[src/hdl/assert_macros.svh]
// assertion helpers shared by the rtl files
`ifndef ASSERT_MACROS_SVH
`define ASSERT_MACROS_SVH

`ifndef SYNTH

// property must hold at every clock edge out of reset
`define LRS_ASSERT(lbl, clk, rst_n, prop, msg) \
    lbl: assert property (@(posedge clk) disable iff (!rst_n) prop) \
        else $error(msg);

// condition must never be seen out of reset
`define LRS_NEVER(lbl, clk, rst_n, cond, msg) \
    lbl: assert property (@(posedge clk) disable iff (!rst_n) !(cond)) \
        else $error(msg);

`else

`define LRS_ASSERT(lbl, clk, rst_n, prop, msg)
`define LRS_NEVER(lbl, clk, rst_n, cond, msg)

`endif

`endif

[src/hdl/lrs_pkg.sv]
package lrs_pkg;

    // fixed field widths
    localparam int COL_W = 6;
    localparam int CFG_W = 7;
    localparam int SLOT_W = 2;

    // minimum row width and reset value
    localparam logic [CFG_W-1:0] MIN_WIDTH = 7'd3;
    localparam logic [CFG_W-1:0] WIDTH_RESET = 7'd64;

    // physical row slots in each memory entry
    localparam int SLOT_N = 3;

    // control from the writer to the emitter
    typedef struct packed {
        logic              start;
        logic [SLOT_W-1:0] slot_up;
        logic [SLOT_W-1:0] slot_mid;
        logic [SLOT_W-1:0] slot_down;
        logic [CFG_W-1:0]  len_up;
        logic [CFG_W-1:0]  len_mid;
        logic [CFG_W-1:0]  len_down;
    } t_emit_ctl;

    // next slot in the ring of three
    function automatic logic [SLOT_W-1:0] slot_inc(input logic [SLOT_W-1:0] s);
        logic [SLOT_W-1:0] r;
        r = (s == 2'd2) ? 2'd0 : s + 2'd1;
        return r;
    endfunction

endpackage

[src/hdl/lrs_cell_if.sv]
interface lrs_cell_if;
    logic valid;
    logic ready;
    logic cell_alive;
    logic slab_start;

    modport source (output valid, output cell_alive, output slab_start, input ready);
    modport sink (input valid, input cell_alive, input slab_start, output ready);
endinterface

[src/hdl/lrs_result_if.sv]
interface lrs_result_if;
    logic                     valid;
    logic                     ready;
    logic                     next_alive;
    logic [lrs_pkg::COL_W-1:0] cell_column;
    logic                     row_done;

    modport source (output valid, output next_alive, output cell_column, output row_done,
                    input ready);
    modport sink (input valid, input next_alive, input cell_column, input row_done,
                  output ready);
endinterface

[src/hdl/lrs_cfg_if.sv]
interface lrs_cfg_if;
    logic                     valid;
    logic                     ready;
    logic [lrs_pkg::CFG_W-1:0] row_width;

    modport source (output valid, output row_width, input ready);
    modport sink (input valid, input row_width, output ready);
endinterface

[src/hdl/lrs_row_mem.sv]
module lrs_row_mem #(
    parameter int DEPTH = 64
) (
    input  logic                        i_clk,
    input  logic                        i_rd_en,
    input  logic [lrs_pkg::COL_W-1:0]   i_rd_col,
    output logic [lrs_pkg::SLOT_N-1:0]  o_rd_data,
    input  logic                        i_wr_en,
    input  logic [lrs_pkg::COL_W-1:0]   i_wr_col,
    input  logic [lrs_pkg::SLOT_N-1:0]  i_wr_data
);

    localparam int AW = $clog2(DEPTH);

    // one entry per column, one bit per row slot
    logic [lrs_pkg::SLOT_N-1:0] mem [DEPTH];
    logic [lrs_pkg::SLOT_N-1:0] r_rd_data;

    // write port
    always_ff @(posedge i_clk) begin
        if (i_wr_en) begin
            mem[i_wr_col[AW-1:0]] <= i_wr_data;
        end
    end

    // registered read port, holds when not enabled
    always_ff @(posedge i_clk) begin
        if (i_rd_en) begin
            r_rd_data <= mem[i_rd_col[AW-1:0]];
        end
    end

    assign o_rd_data = r_rd_data;

endmodule

[src/hdl/lrs_writer.sv]
`include "assert_macros.svh"

module lrs_writer (
    input  logic                        i_clk,
    input  logic                        i_rst_n,
    lrs_cell_if.sink                    i_cell,
    input  logic [lrs_pkg::COL_W-1:0]   i_w_m1,
    output logic                        o_rd_en,
    output logic [lrs_pkg::COL_W-1:0]   o_rd_col,
    input  logic [lrs_pkg::SLOT_N-1:0]  i_rd_data,
    output logic                        o_wr_en,
    output logic [lrs_pkg::COL_W-1:0]   o_wr_col,
    output logic [lrs_pkg::SLOT_N-1:0]  o_wr_data,
    output lrs_pkg::t_emit_ctl          o_ctl,
    input  logic                        i_emit_done
);

    typedef enum logic [2:0] {
        ST_IDLE  = 3'b001,
        ST_WRITE = 3'b010,
        ST_EMIT  = 3'b100
    } t_wr_state;

    t_wr_state                    r_state, n_state;
    logic [lrs_pkg::COL_W-1:0]    r_col;
    logic [1:0]                   r_rows_seen;
    logic [lrs_pkg::SLOT_W-1:0]   r_slot_new;
    logic [lrs_pkg::CFG_W-1:0]    r_len [lrs_pkg::SLOT_N];
    logic [lrs_pkg::COL_W-1:0]    r_wcol;
    logic                         r_alive;
    logic                         r_last;
    logic                         r_emit;

    logic                         accept;
    logic [lrs_pkg::COL_W-1:0]    col_eff;
    logic [1:0]                   rows_eff;
    logic                         last;
    logic [lrs_pkg::SLOT_W-1:0]   slot_nx;
    logic                         rotate;

    // request decode
    assign accept   = i_cell.valid && i_cell.ready;
    assign col_eff  = i_cell.slab_start ? '0 : r_col;
    assign rows_eff = i_cell.slab_start ? 2'd0 : r_rows_seen;
    assign last     = (col_eff >= i_w_m1);
    assign slot_nx  = lrs_pkg::slot_inc(r_slot_new);

    assign i_cell.ready = (r_state == ST_IDLE);

    // read half of the read-modify-write
    assign o_rd_en  = accept;
    assign o_rd_col = col_eff;

    // write half: replace the bit of the row being built
    assign o_wr_en  = (r_state == ST_WRITE);
    assign o_wr_col = r_wcol;
    always_comb begin
        o_wr_data = i_rd_data;
        o_wr_data[r_slot_new] = r_alive;
    end

    // emission control
    always_comb begin
        o_ctl.start     = (r_state == ST_WRITE) && r_last && r_emit;
        o_ctl.slot_down = r_slot_new;
        o_ctl.slot_up   = slot_nx;
        o_ctl.slot_mid  = lrs_pkg::slot_inc(slot_nx);
        o_ctl.len_down  = r_len[r_slot_new];
        o_ctl.len_up    = r_len[slot_nx];
        o_ctl.len_mid   = r_len[lrs_pkg::slot_inc(slot_nx)];
    end

    // state sequencing
    always_comb begin
        n_state = r_state;
        rotate  = 1'b0;
        unique case (r_state)
            ST_IDLE: begin
                if (accept) begin
                    n_state = ST_WRITE;
                end
            end
            ST_WRITE: begin
                if (r_last && r_emit) begin
                    n_state = ST_EMIT;
                end else begin
                    n_state = ST_IDLE;
                    rotate  = r_last;
                end
            end
            ST_EMIT: begin
                if (i_emit_done) begin
                    n_state = ST_IDLE;
                    rotate  = 1'b1;
                end
            end
            default: begin
                n_state = ST_IDLE;
            end
        endcase
    end

    // control registers
    always_ff @(posedge i_clk) begin
        if (!i_rst_n) begin
            r_state     <= ST_IDLE;
            r_col       <= '0;
            r_rows_seen <= 2'd0;
            r_slot_new  <= '0;
            for (int i = 0; i < lrs_pkg::SLOT_N; i++) begin
                r_len[i] <= '0;
            end
        end else begin
            r_state <= n_state;
            if (accept) begin
                r_col <= last ? '0 : col_eff + 6'd1;
                if (last && rows_eff != 2'd2) begin
                    r_rows_seen <= rows_eff + 2'd1;
                end else begin
                    r_rows_seen <= rows_eff;
                end
                r_len[r_slot_new] <= {1'b0, col_eff} + 7'd1;
            end
            if (rotate) begin
                r_slot_new     <= slot_nx;
                r_len[slot_nx] <= '0;
            end
        end
    end

    // request payload held for the write cycle
    always_ff @(posedge i_clk) begin
        if (accept) begin
            r_wcol  <= col_eff;
            r_alive <= i_cell.cell_alive;
            r_last  <= last;
            r_emit  <= (rows_eff == 2'd2);
        end
    end

    `LRS_ASSERT(a_write_follows_accept, i_clk, i_rst_n, (r_state == ST_WRITE) |-> $past(accept), "write cycle without a prior request")
    `LRS_NEVER(a_slot_range, i_clk, i_rst_n, r_slot_new == 2'd3, "row slot pointer out of range")
    `LRS_ASSERT(a_emit_needs_rows, i_clk, i_rst_n, o_ctl.start |-> (r_rows_seen == 2'd2), "emission started without two held rows")

endmodule

[src/hdl/lrs_emitter.sv]
`include "assert_macros.svh"

module lrs_emitter (
    input  logic                        i_clk,
    input  logic                        i_rst_n,
    input  lrs_pkg::t_emit_ctl          i_ctl,
    input  logic [lrs_pkg::COL_W-1:0]   i_w_m1,
    output logic                        o_rd_en,
    output logic [lrs_pkg::COL_W-1:0]   o_rd_col,
    input  logic [lrs_pkg::SLOT_N-1:0]  i_rd_data,
    output logic                        o_done,
    lrs_result_if.source                o_result
);

    localparam logic [3:0] BIRTH_COUNT   = 4'd3;
    localparam logic [3:0] SURVIVE_COUNT = 4'd2;

    logic                         r_busy;
    logic [lrs_pkg::CFG_W-1:0]    r_k;
    logic                         r_rd_vld;
    logic [lrs_pkg::CFG_W-1:0]    r_rd_k;
    logic [lrs_pkg::COL_W-1:0]    r_rd_col;
    logic [2:0]                   r_win_l;
    logic [2:0]                   r_win_c;
    logic                         r_out_vld;
    logic                         r_out_alive;
    logic [lrs_pkg::COL_W-1:0]    r_out_col;
    logic                         r_out_done;

    logic [lrs_pkg::CFG_W-1:0]    last_k;
    logic                         want;
    logic                         produce;
    logic                         consume;
    logic                         load;
    logic                         rd_fire;
    logic [2:0]                   cur;
    logic [3:0]                   nbrs;
    logic                         next_alive;

    // column sequence: last column, then 0 .. w-1, then 0 again
    assign last_k = {1'b0, i_w_m1} + 7'd2;
    assign want   = r_busy && (r_k <= last_k);

    always_comb begin
        if (r_k == '0) begin
            o_rd_col = i_w_m1;
        end else if (r_k == last_k) begin
            o_rd_col = '0;
        end else begin
            o_rd_col = lrs_pkg::COL_W'(r_k - 7'd1);
        end
    end

    // pipeline advance, stalled by the result register
    assign produce = (r_rd_k >= 7'd2);
    assign consume = r_rd_vld && (!produce || !r_out_vld || o_result.ready);
    assign load    = consume && produce;
    assign rd_fire = want && (!r_rd_vld || consume);
    assign o_rd_en = rd_fire;
    assign o_done  = consume && (r_rd_k == last_k);

    // column bits in row order up, mid, down; masked past each row's fill
    assign cur[0] = i_rd_data[i_ctl.slot_up]   & ({1'b0, r_rd_col} < i_ctl.len_up);
    assign cur[1] = i_rd_data[i_ctl.slot_mid]  & ({1'b0, r_rd_col} < i_ctl.len_mid);
    assign cur[2] = i_rd_data[i_ctl.slot_down] & ({1'b0, r_rd_col} < i_ctl.len_down);

    // neighbour count and b3/s23 rule
    assign nbrs = 4'(r_win_l[0]) + 4'(r_win_l[1]) + 4'(r_win_l[2])
                + 4'(r_win_c[0]) + 4'(r_win_c[2])
                + 4'(cur[0]) + 4'(cur[1]) + 4'(cur[2]);
    assign next_alive = (nbrs == BIRTH_COUNT) || ((nbrs == SURVIVE_COUNT) && r_win_c[1]);

    // sequencer control
    always_ff @(posedge i_clk) begin
        if (!i_rst_n) begin
            r_busy    <= 1'b0;
            r_k       <= '0;
            r_rd_vld  <= 1'b0;
            r_out_vld <= 1'b0;
        end else begin
            if (i_ctl.start) begin
                r_busy <= 1'b1;
                r_k    <= '0;
            end else begin
                if (o_done) begin
                    r_busy <= 1'b0;
                end
                if (rd_fire) begin
                    r_k <= r_k + 7'd1;
                end
            end
            if (rd_fire) begin
                r_rd_vld <= 1'b1;
            end else if (consume) begin
                r_rd_vld <= 1'b0;
            end
            if (load) begin
                r_out_vld <= 1'b1;
            end else if (o_result.ready) begin
                r_out_vld <= 1'b0;
            end
        end
    end

    // read tag, window and result payload
    always_ff @(posedge i_clk) begin
        if (rd_fire) begin
            r_rd_k   <= r_k;
            r_rd_col <= o_rd_col;
        end
        if (consume) begin
            r_win_l <= r_win_c;
            r_win_c <= cur;
        end
        if (load) begin
            r_out_alive <= next_alive;
            r_out_col   <= lrs_pkg::COL_W'(r_rd_k - 7'd2);
            r_out_done  <= (r_rd_k == last_k);
        end
    end

    assign o_result.valid       = r_out_vld;
    assign o_result.next_alive  = r_out_alive;
    assign o_result.cell_column = r_out_col;
    assign o_result.row_done    = r_out_done;

    `LRS_NEVER(a_read_when_idle, i_clk, i_rst_n, rd_fire && !r_busy, "column read outside a burst")
    `LRS_NEVER(a_start_when_busy, i_clk, i_rst_n, i_ctl.start && r_busy, "burst started while one runs")
    `LRS_ASSERT(a_no_overwrite, i_clk, i_rst_n, load |-> (!r_out_vld || o_result.ready), "result overwritten before taken")

endmodule

[src/hdl/life_row_stencil.sv]
// channel    dir  handshake     payload
// i_cell     in   valid/ready   cell_alive, slab_start
// o_result   out  valid/ready   next_alive, cell_column, row_done
// i_cfg      in   valid/ready   row_width
//
// each cell request reads the column entry of the row memory in its accept cycle
// and writes it back with the new bit in the next cycle.
// a completed row with two rows held starts a burst: w+2 column reads at one per
// cycle while o_result is taken. i_rst_n is synchronous; the row memory is not
// cleared, per-row fill counts mask columns not yet written. a stalled o_result
// stalls the burst in place.
module life_row_stencil #(
    parameter int MAX_WIDTH = 64
) (
    input  logic            i_clk,
    input  logic            i_rst_n,
    lrs_cell_if.sink        i_cell,
    lrs_result_if.source    o_result,
    lrs_cfg_if.sink         i_cfg
);

    localparam logic [lrs_pkg::CFG_W-1:0] MAX_W = lrs_pkg::CFG_W'(MAX_WIDTH);

    logic [lrs_pkg::CFG_W-1:0]    r_row_width;
    logic [lrs_pkg::CFG_W-1:0]    eff_width;
    logic [lrs_pkg::COL_W-1:0]    w_m1;

    logic                         wr_rd_en;
    logic [lrs_pkg::COL_W-1:0]    wr_rd_col;
    logic                         em_rd_en;
    logic [lrs_pkg::COL_W-1:0]    em_rd_col;
    logic [lrs_pkg::SLOT_N-1:0]   rd_data;
    logic                         wr_en;
    logic [lrs_pkg::COL_W-1:0]    wr_col;
    logic [lrs_pkg::SLOT_N-1:0]   wr_data;
    lrs_pkg::t_emit_ctl           emit_ctl;
    logic                         emit_done;

    // row width register
    assign i_cfg.ready = 1'b1;
    always_ff @(posedge i_clk) begin
        if (!i_rst_n) begin
            r_row_width <= lrs_pkg::WIDTH_RESET;
        end else if (i_cfg.valid && i_cfg.ready) begin
            r_row_width <= i_cfg.row_width;
        end
    end

    // clamp to the supported width range
    always_comb begin
        if (r_row_width < lrs_pkg::MIN_WIDTH) begin
            eff_width = lrs_pkg::MIN_WIDTH;
        end else if (r_row_width > MAX_W) begin
            eff_width = MAX_W;
        end else begin
            eff_width = r_row_width;
        end
    end
    assign w_m1 = lrs_pkg::COL_W'(eff_width - 7'd1);

    // cell intake and read-modify-write
    lrs_writer u_writer (
        .i_clk       (i_clk),
        .i_rst_n     (i_rst_n),
        .i_cell      (i_cell),
        .i_w_m1      (w_m1),
        .o_rd_en     (wr_rd_en),
        .o_rd_col    (wr_rd_col),
        .i_rd_data   (rd_data),
        .o_wr_en     (wr_en),
        .o_wr_col    (wr_col),
        .o_wr_data   (wr_data),
        .o_ctl       (emit_ctl),
        .i_emit_done (emit_done)
    );

    // row memory, read port shared by intake and burst
    lrs_row_mem #(
        .DEPTH (MAX_WIDTH)
    ) u_row_mem (
        .i_clk     (i_clk),
        .i_rd_en   (wr_rd_en || em_rd_en),
        .i_rd_col  (em_rd_en ? em_rd_col : wr_rd_col),
        .o_rd_data (rd_data),
        .i_wr_en   (wr_en),
        .i_wr_col  (wr_col),
        .i_wr_data (wr_data)
    );

    // next-generation burst
    lrs_emitter u_emitter (
        .i_clk     (i_clk),
        .i_rst_n   (i_rst_n),
        .i_ctl     (emit_ctl),
        .i_w_m1    (w_m1),
        .o_rd_en   (em_rd_en),
        .o_rd_col  (em_rd_col),
        .i_rd_data (rd_data),
        .o_done    (emit_done),
        .o_result  (o_result)
    );

endmodule
[src/flat_wrapper.sv]
// flat-port wrapper written by rule: the top's interface ports become plain ports
module life_row_stencil_flat 
#(
    parameter int MAX_WIDTH = 64
)
  (i_clk, i_rst_n, i_cell_valid, i_cell_cell_alive, i_cell_slab_start, i_cell_ready, o_result_valid, o_result_next_alive, o_result_cell_column, o_result_row_done, o_result_ready, i_cfg_valid, i_cfg_row_width, i_cfg_ready);
  lrs_cell_if i_cell_i ();
  lrs_result_if o_result_i ();
  lrs_cfg_if i_cfg_i ();
  input  logic i_clk;
  input  logic i_rst_n;
  input wire logic [$bits(i_cell_i.valid)-1:0] i_cell_valid;
  input wire logic [$bits(i_cell_i.cell_alive)-1:0] i_cell_cell_alive;
  input wire logic [$bits(i_cell_i.slab_start)-1:0] i_cell_slab_start;
  output wire logic [$bits(i_cell_i.ready)-1:0] i_cell_ready;
  output wire logic [$bits(o_result_i.valid)-1:0] o_result_valid;
  output wire logic [$bits(o_result_i.next_alive)-1:0] o_result_next_alive;
  output wire logic [$bits(o_result_i.cell_column)-1:0] o_result_cell_column;
  output wire logic [$bits(o_result_i.row_done)-1:0] o_result_row_done;
  input wire logic [$bits(o_result_i.ready)-1:0] o_result_ready;
  input wire logic [$bits(i_cfg_i.valid)-1:0] i_cfg_valid;
  input wire logic [$bits(i_cfg_i.row_width)-1:0] i_cfg_row_width;
  output wire logic [$bits(i_cfg_i.ready)-1:0] i_cfg_ready;
  assign i_cell_i.valid = i_cell_valid;
  assign i_cell_i.cell_alive = i_cell_cell_alive;
  assign i_cell_i.slab_start = i_cell_slab_start;
  assign i_cell_ready = i_cell_i.ready;
  assign o_result_valid = o_result_i.valid;
  assign o_result_next_alive = o_result_i.next_alive;
  assign o_result_cell_column = o_result_i.cell_column;
  assign o_result_row_done = o_result_i.row_done;
  assign o_result_i.ready = o_result_ready;
  assign i_cfg_i.valid = i_cfg_valid;
  assign i_cfg_i.row_width = i_cfg_row_width;
  assign i_cfg_ready = i_cfg_i.ready;
  life_row_stencil #(.MAX_WIDTH(MAX_WIDTH)) u_core (.i_clk(i_clk), .i_rst_n(i_rst_n), .i_cell(i_cell_i), .o_result(o_result_i), .i_cfg(i_cfg_i));
endmodule
[config.mk]
export PLATFORM = sky130hd
export DESIGN_NAME = life_row_stencil_flat
export DESIGN_NICKNAME = d
export VERILOG_FILES = /design/src/hdl/lrs_pkg.sv /design/src/hdl/lrs_cell_if.sv /design/src/hdl/lrs_result_if.sv /design/src/hdl/lrs_cfg_if.sv /design/src/hdl/lrs_row_mem.sv /design/src/hdl/lrs_writer.sv /design/src/hdl/lrs_emitter.sv /design/src/hdl/life_row_stencil.sv /design/src/flat_wrapper.sv
export VERILOG_INCLUDE_DIRS = /design/src /design/src/hdl
export SDC_FILE = /design/constraint.sdc
export NUM_CORES = 1
export LEC_CHECK = 0
export ABC_AREA = 1
export BUFFER_PORTS_ARGS = -buffer_cell sky130_fd_sc_hd__buf_4
export CORE_MARGIN = 3
export CORE_UTILIZATION = 59
export DETAILED_ROUTE_END_ITERATION = 8
export HOLD_SLACK_MARGIN = 0.03
export PLACE_DENSITY = 0.76
export SETUP_SLACK_MARGIN = 0.1
export SLEW_MARGIN = 20
export SYNTH_ARGS = -nofsm -noshare
export SYNTH_HDL_FRONTEND = slang
export SYNTH_HIERARCHICAL = 1
export SYNTH_SLANG_ARGS = --single-unit
export TNS_END_PERCENT = 1
[constraint.sdc]
create_clock -name i_clk -period 8.4 [get_ports i_clk]
set_input_delay 0.84 -clock i_clk [delete_from_list [all_inputs] [get_ports i_clk]]
set_output_delay 0.84 -clock i_clk [all_outputs]
set_load 0.01 [all_outputs]
Word level (Yosys, flattened, before mapping). Memory sizes are Yosys's and may differ from the RTL's. A register that Yosys moved wholly into a read port is not among the register bits. Cells that the tools add are included.

Output and inout bits: 11. Word-level logic and storage cells: 146. Input bits: 14. Memory bits (writable): 213. Register bits: 66. Memories: 2.

Eq/ne operators: 13. Add/subtract/negate cells: 17. Order comparisons: 12. Reduce and logical (&&, ||, !) cells: 28. Multiplexer cells: 50. Bitwise gates (word level): 4.

Memories: u_core.u_row_mem.mem (words 64, bits a word 3, rd ports 1, clocked after memory_dff 1, write ports 1, RTL line lrs_row_mem.sv:16) `logic [lrs_pkg::SLOT_N-1:0] mem [DEPTH];`; u_core.u_writer.r_len (words 3, bits a word 7, rd ports 3, clocked after memory_dff 1, write ports 3, RTL line lrs_writer.sv:28) `logic [lrs_pkg::CFG_W-1:0] r_len [lrs_pkg::SLOT_N];`.

Operators with widths (number): $mux 6 (7); $mux 1 (23); $lt 6x7->1 (3); $add 4x1->4 (4); $mux 2 (8); $eq 7x7->1 (2); $mux 7 (2); $reduce_or 7->1 (2); $logic_and 1x1->1 (12); $sub 6x1->6 const B (2); $lt 2x3->1 const B (3); $mux 3 (3); $pmux 3 s3 (1); $eq 4x2->1 const B (2); $add 6x1->7 const B (1); $add 6x2->7 const B (1); $add 7x1->7 const B (1); $ge 7x2->1 const B (1); $gt 7x7->1 const B (1); $le 7x7->1 (1); $logic_not 7->1 (1); $lt 7x2->1 const B (1); $add 2x1->2 const B (3); $add 6x1->6 const B (1); 23 further kinds (38).

Depth between registers and ports, before layout.
Depth after elaboration: 14. Mapped depth: 36. Gate-level depth less buffers: 32.

Hierarchy. Netlist, hierarchy kept.

Modules (own cells, without submodules): lrs_row_mem (area each 8225.4 um^2, instances 1, sequential area each 5855.6 um^2, cells an instance 734); lrs_writer (area each 2796.4 um^2, instances 1, sequential area each 1411.4 um^2, cells an instance 325); lrs_emitter (area each 2610.0 um^2, instances 1, sequential area each 1011.0 um^2, cells an instance 301); life_row_stencil (area each 503.0 um^2, instances 1, sequential area each 140.1 um^2, cells an instance 83).

Least setup slack after synthesis. Ideal clock, no wire load.

Path kind: flip-flop to flip-flop. From: register u_core/r_row_width[3] (netlist name). To: register u_core.u_row_mem.r_rd_data, in the netlist u_core/u_row_mem/o_rd_data[0], read port of u_core.u_row_mem.mem, data pin. Path buffers: 4. Path slack: 4.003 ns. Period minus slack after synthesis: 4.397 ns. Library setup time: 0.253 ns. Cell stages (with the launch flop): 34. Arrival: 4.144 ns. Required time: 8.147 ns. Cells stage by stage: dfxtp_1 -> nor2_2 -> nand2_1 -> nand2_2 -> nand2_2 -> ha_1 -> inv_1 -> xor2_1 -> ha_1 -> nand3_1 -> xor2_1 -> inv_1 -> ha_1 -> nand2_1 -> nor2_2 -> nand4_1 -> nand2_2 -> nand3_4 -> clkinv_2 -> clkbuf_1 -> inv_1 -> nand2_1 -> nand2_1 -> buf_4 -> buf_6 -> buf_4 -> nand2_1 -> nand3_1 -> nand3_1 -> nand2_1 -> nand2_1 -> nand3_1 -> nand3_1 -> nand2_1.

Longest elaborated chain between the ends: 9. Elaborated cells between the ends (all ways): 14. Those cells by class: 2 x add/sub; 3 x order compare; 1 x eq/ne; 5 x mux; 3 x reduce/logical.

RTL lines: start: declaration (RTL line life_row_stencil.sv:24) `logic [lrs_pkg::CFG_W-1:0] r_row_width;`; start signal: assignment (RTL line life_row_stencil.sv:43) `r_row_width <= lrs_pkg::WIDTH_RESET;`; start signal: assignment (RTL line life_row_stencil.sv:45) `r_row_width <= i_cfg.row_width;`; $gt 7x7->1 (RTL line life_row_stencil.sv:53) `end else if (r_row_width > MAX_W) begin`; $mux 6 (RTL line life_row_stencil.sv:53); $mux 6 * (RTL line life_row_stencil.sv:51) `if (r_row_width < lrs_pkg::MIN_WIDTH) begin`; $sub 6x1->6 * (RTL line life_row_stencil.sv:59) `assign w_m1 = lrs_pkg::COL_W'(eff_width - 7'd1);`; named net u_core.w_m1, one bit (RTL line life_row_stencil.sv:26) `logic [lrs_pkg::COL_W-1:0] w_m1;`; $add 6x2->7 * (RTL line lrs_emitter.sv:41) `assign last_k = {1'b0, i_w_m1} + 7'd2;`; $le 7x7->1 * (RTL line lrs_emitter.sv:42) `assign want = r_busy && (r_k <= last_k);`; $logic_and 1x1->1 * (RTL line lrs_emitter.sv:42); $logic_and 1x1->1 * (RTL line lrs_emitter.sv:58) `assign rd_fire = want && (!r_rd_vld || consume);`; named net u_core.em_rd_en (RTL line life_row_stencil.sv:30) `logic em_rd_en;`; $mux 6 or $logic_or 1x1->1 (tied branches) (RTL line life_row_stencil.sv:83, life_row_stencil.sv:82); end: declaration (RTL line lrs_row_mem.sv:17) `logic [lrs_pkg::SLOT_N-1:0] r_rd_data;`.

Mark *: on every way through the listed nets, which the timed path passes. The rest lies on a longest branch. A chain may end at the register's enable or synchronous reset.

Worst setup path after layout.
From: register u_core/r_row_width[3] (netlist name). To: register u_core.u_row_mem.r_rd_data, in the netlist u_core/u_row_mem/o_rd_data[2], read port of u_core.u_row_mem.mem, data pin.

The elaborated chain is that of the path after synthesis.

==> impl_metrics.py <==
metrics = {
    "detailed_routing": {
        "routed_wl_mm": 31.9,
        "drtIter0Drc": 1087,
        "wl_per_cell_um": 17.8,
        "vias": 10300,
        "ant_nets": 0,
        "viasPerCell": 5.76,
        "drc": 0,
        "dr.pass1.iters": 6,
    },
    "finish": {
        "multi_input_area_mm2": 0.00493,
        "layout.cells.most_common": "nand2_1",
        "nFillCells": 1857,
        "nets": 1503,
        "drive_above_1_share_pct": 8.45,
        "seqCellArea_mm2": 0.00842,
        "area_growth_pct": 9.02,
        "mostFrequentLayoutCells": "nand2_1, edfxtp_1, nand3_1, nor2_1, inv_1",
        "antenna_cells": 0,
    },
    "sta": {
        "clock.fmax_mhz": 163,
        "min_period_ps": 6140,
        "maxSlewViolCount": 0,
        "finalHoldViolations": 0,
        "rsz0062_at_grt": "no",
        "tightest_slew_ps": 1030,
        "slew_headroom_pct": 31.0,
        "clock_skew_ps": 8.61,
        "fin_tns_setup_ps": 0,
        "fin_crit_sh_pct": 73.1,
        "setup_viol": 0,
    },
    "worst_setup_path": {
        "critical_path_class": "reg2reg",
        "crit_path_end_kind": "flop",
        "path_common_cell": "nand2_1",
        "rr_worst_depth": 29,
        "critical-path-slowest-cell": "inv_2",
        "arrival_ps": 6440,
        "crit_path_start_kind": "flop",
        "r2r_slack_ps": 2260,
        "path_max_fanout": 49,
        "critPathRequiredTime_ps": 8700,
        "reg2reg_to": "u_core/u_row_mem/o_rd_data[2]",
        "cp_slowest_stage_delay_ps": 920,
        "crit-reg2reg-launch": "u_core/r_row_width[3]",
    },
    "hold_path": {
        "min-delay-start": "u_core/u_emitter/r_win_c[2]",
        "whs_endpoint": "u_core/u_emitter/r_win_l[2]",
        "whs_path_depth": 0,
        "hold_class": "reg2reg",
    },
    "grt": {
        "grt_start_max_net_pins": 97,
        "grt_pass1_wl_mm": 51.4,
        "grtUsageMet1_pct": 34.8,
        "top_usage_layer": "met2",
        "grt_usage_pct": 24.6,
        "antenna_found_initial": 0,
        "first_global_vias": 9936,
        "global_route.usage.met2_pct": 40.7,
        "grt_overflow_total": 0,
        "grt_use_met3_pct": 3.66,
    },
    "floorplan": {
        "num_rows": 56,
        "ios": 25,
        "initial_core_util_pct": 60.0,
        "die_w_um": 161,
        "die_height_um": 161,
        "fp.dieArea_mm2": 0.0259,
        "core_area_mm2": 0.0235,
    },
    "synth": {
        "yosysSeqAreaShare_pct": 59.6,
        "netlist_area_mm2": 0.0141,
        "synth.distinct_cells": 53,
        "syn_area_per_cell_um2": 9.80,
        "yosys_warnings": 6,
        "synth-seq-cells": 291,
        "syn_nets": 1499,
        "synthCells": 1443,
    },
    "power_and_ir_drop": {
        "seqPwrFrac_pct": 51.6,
        "power_uw": 3140,
        "power.share.switching_pct": 22.6,
        "p_leak_uw": 0.00601,
        "power-per-cell-area_mw_per_mm2": 203,
        "p_comb_share_pct": 8.2,
        "ir_drop_uv": 149,
        "power.switching_uw": 708,
        "clkPwrFrac_pct": 40.2,
        "intPower_uw": 2430,
    },
    "placed_design": {
        "gp_congestion": 0.917,
        "hpwl_mm": 20.5,
        "port-buffer-count": 23,
    },
    "clock_network": {
        "cts-buffers-inserted": 30,
        "tritoncts": "done",
        "clkTransAtPathRegs_ps": 60,
        "ctsResizeCount": 0,
        "clk_path_buf_depth": 3,
        "cts_root_buf": "clkbuf_16",
        "post-cts-setup-buffers": 0,
        "htree_levels": 1,
        "cts_hold_buf": 0,
        "cts_sinks": 291,
        "clock_latency_ps": 540,
    },
    "run": {
        "maxCapViolCount": 0,
    },
    "status": {
        "status": "finished clean",
    },
}
worst max-delay path: cells and delay by family, from the launching register on:
family | cells | cell delay (ps)
XOR/XNOR | 2 | 540
AND/OR/NAND/NOR | 19 | 2630
flip-flops | 1 | 350
buffers and inverters | 5 | 1550
adder cells (fa/ha/maj) | 3 | 780
registers in the layout, indices dropped and copies added, names as in the netlist, 3 cells and up, named ones only:
name	count
u_core/u_writer/o_wr_col	6
u_core/r_row_width	7
u_core/u_emitter/r_win_l	3
u_core/u_writer/r_state	3
u_core/u_emitter/r_k	7
u_core/u_emitter/r_rd_col	6
u_core/u_emitter/o_result.cell_column	6
u_core/u_emitter/r_win_c	3
u_core/u_writer/r_len	28
u_core/u_writer/r_col	6
u_core/u_emitter/r_rd_k	7
u_core/u_row_mem/o_rd_data	3
u_core/u_row_mem/mem	192
worst max path at each step:
stage / from / end / slack [ps] / cells past startpoint
after floorplan: u_core/r_row_width[3] / u_core/u_row_mem/o_rd_data[0] / 4000 / 33
after global routing: u_core/r_row_width[3] / u_core/u_row_mem/o_rd_data[0] / 1620 / 29
after global placement: u_core/r_row_width[3] / u_core/u_row_mem/o_rd_data[1] / 2700 / 29
after detailed placement: u_core/r_row_width[3] / u_core/u_row_mem/o_rd_data[0] / 2380 / 29
after CTS: u_core/r_row_width[3] / u_core/u_row_mem/o_rd_data[0] / 2350 / 29
final: u_core/r_row_width[3] / u_core/u_row_mem/o_rd_data[2] / 2260 / 29
metrics by stage:
stage	hold slack, ps	instance area (µm²)	setup slack, ps	std cells	utilization [%]
floorplan	426	14100	4000	1443	-
global placement	432	14500	2700	1734	61.5
detailed placement	438	14500	2380	1734	61.5
CTS	453	15400	2350	1787	65.5
global route	460	15400	1620	1787	65.5
finish	450	15400	2260	1787	65.5
power groups by stage:
stage / logic (µW) / registers (µW) / clock network, µW
detailed placement: 255 / 1650 / 0
floorplan: 190 / 1640 / 0
global route: 291 / 1620 / 1340
finish: 257 / 1620 / 1260
global placement: 247 / 1650 / 0
CTS: 257 / 1620 / 1280
Yosys cell counts (all sizes together):
cell type    n  area share, %
nand2      405             11
edfxtp     259             55
nand3      205            7.6
inv        129            3.5
nor2       127            3.8
o21ai       44            1.7
buf         41            1.9
a21oi       38            1.3
ha          38            3.4
dfxtp       32            4.5
nand4       23            1.0
clkbuf      15           0.40
xor2        13           0.81
nor3        12           0.53
nor4         9           0.40
o22ai        9           0.40
a22oi        7           0.37
o211ai       5           0.27
fa           4           0.57
xnor2        4           0.25
a21boi       3           0.19
a21o         3           0.16
and3         3           0.13
clkinv       3           0.12
nand3b       3           0.16
o221ai       2           0.12
a31oi        1          0.044
conb         1          0.027
nor3b        1          0.053
o211a        1          0.071
o21a         1          0.053
o311ai       1          0.062
or2          1          0.044
routing by layer:
metal / vias up / routed length (µm)
li1: 4931 / -
met4: 0 / 635
met5: - / 0
met3: 58 / 2730
met2: 448 / 15000
met1: 4865 / 13500
area by class of cell:
type,instances,share of cell area [%]
sequential,291,54.6
multi-input combinational,964,32.0
clock buffer,41,5.41
inverter,132,3.29
tap,319,2.59
timing repair buffer,28,1.36
clock inverter,12,0.706
kinds of logic after synthesis:
logic type | after synthesis | share of synthesized area [%]
AOI/OAI and AO/OA | 115 | 4.82
xor gates and xnor gates | 17 | 1.05
adders and majority gates | 42 | 3.93
buffers and inverters | 188 | 5.84
DFF | 291 | 59.6
other | 1 | 0.0265
and+or+nand+nor | 789 | 24.8
No activity file was read; power rests on OpenSTA's default activity.
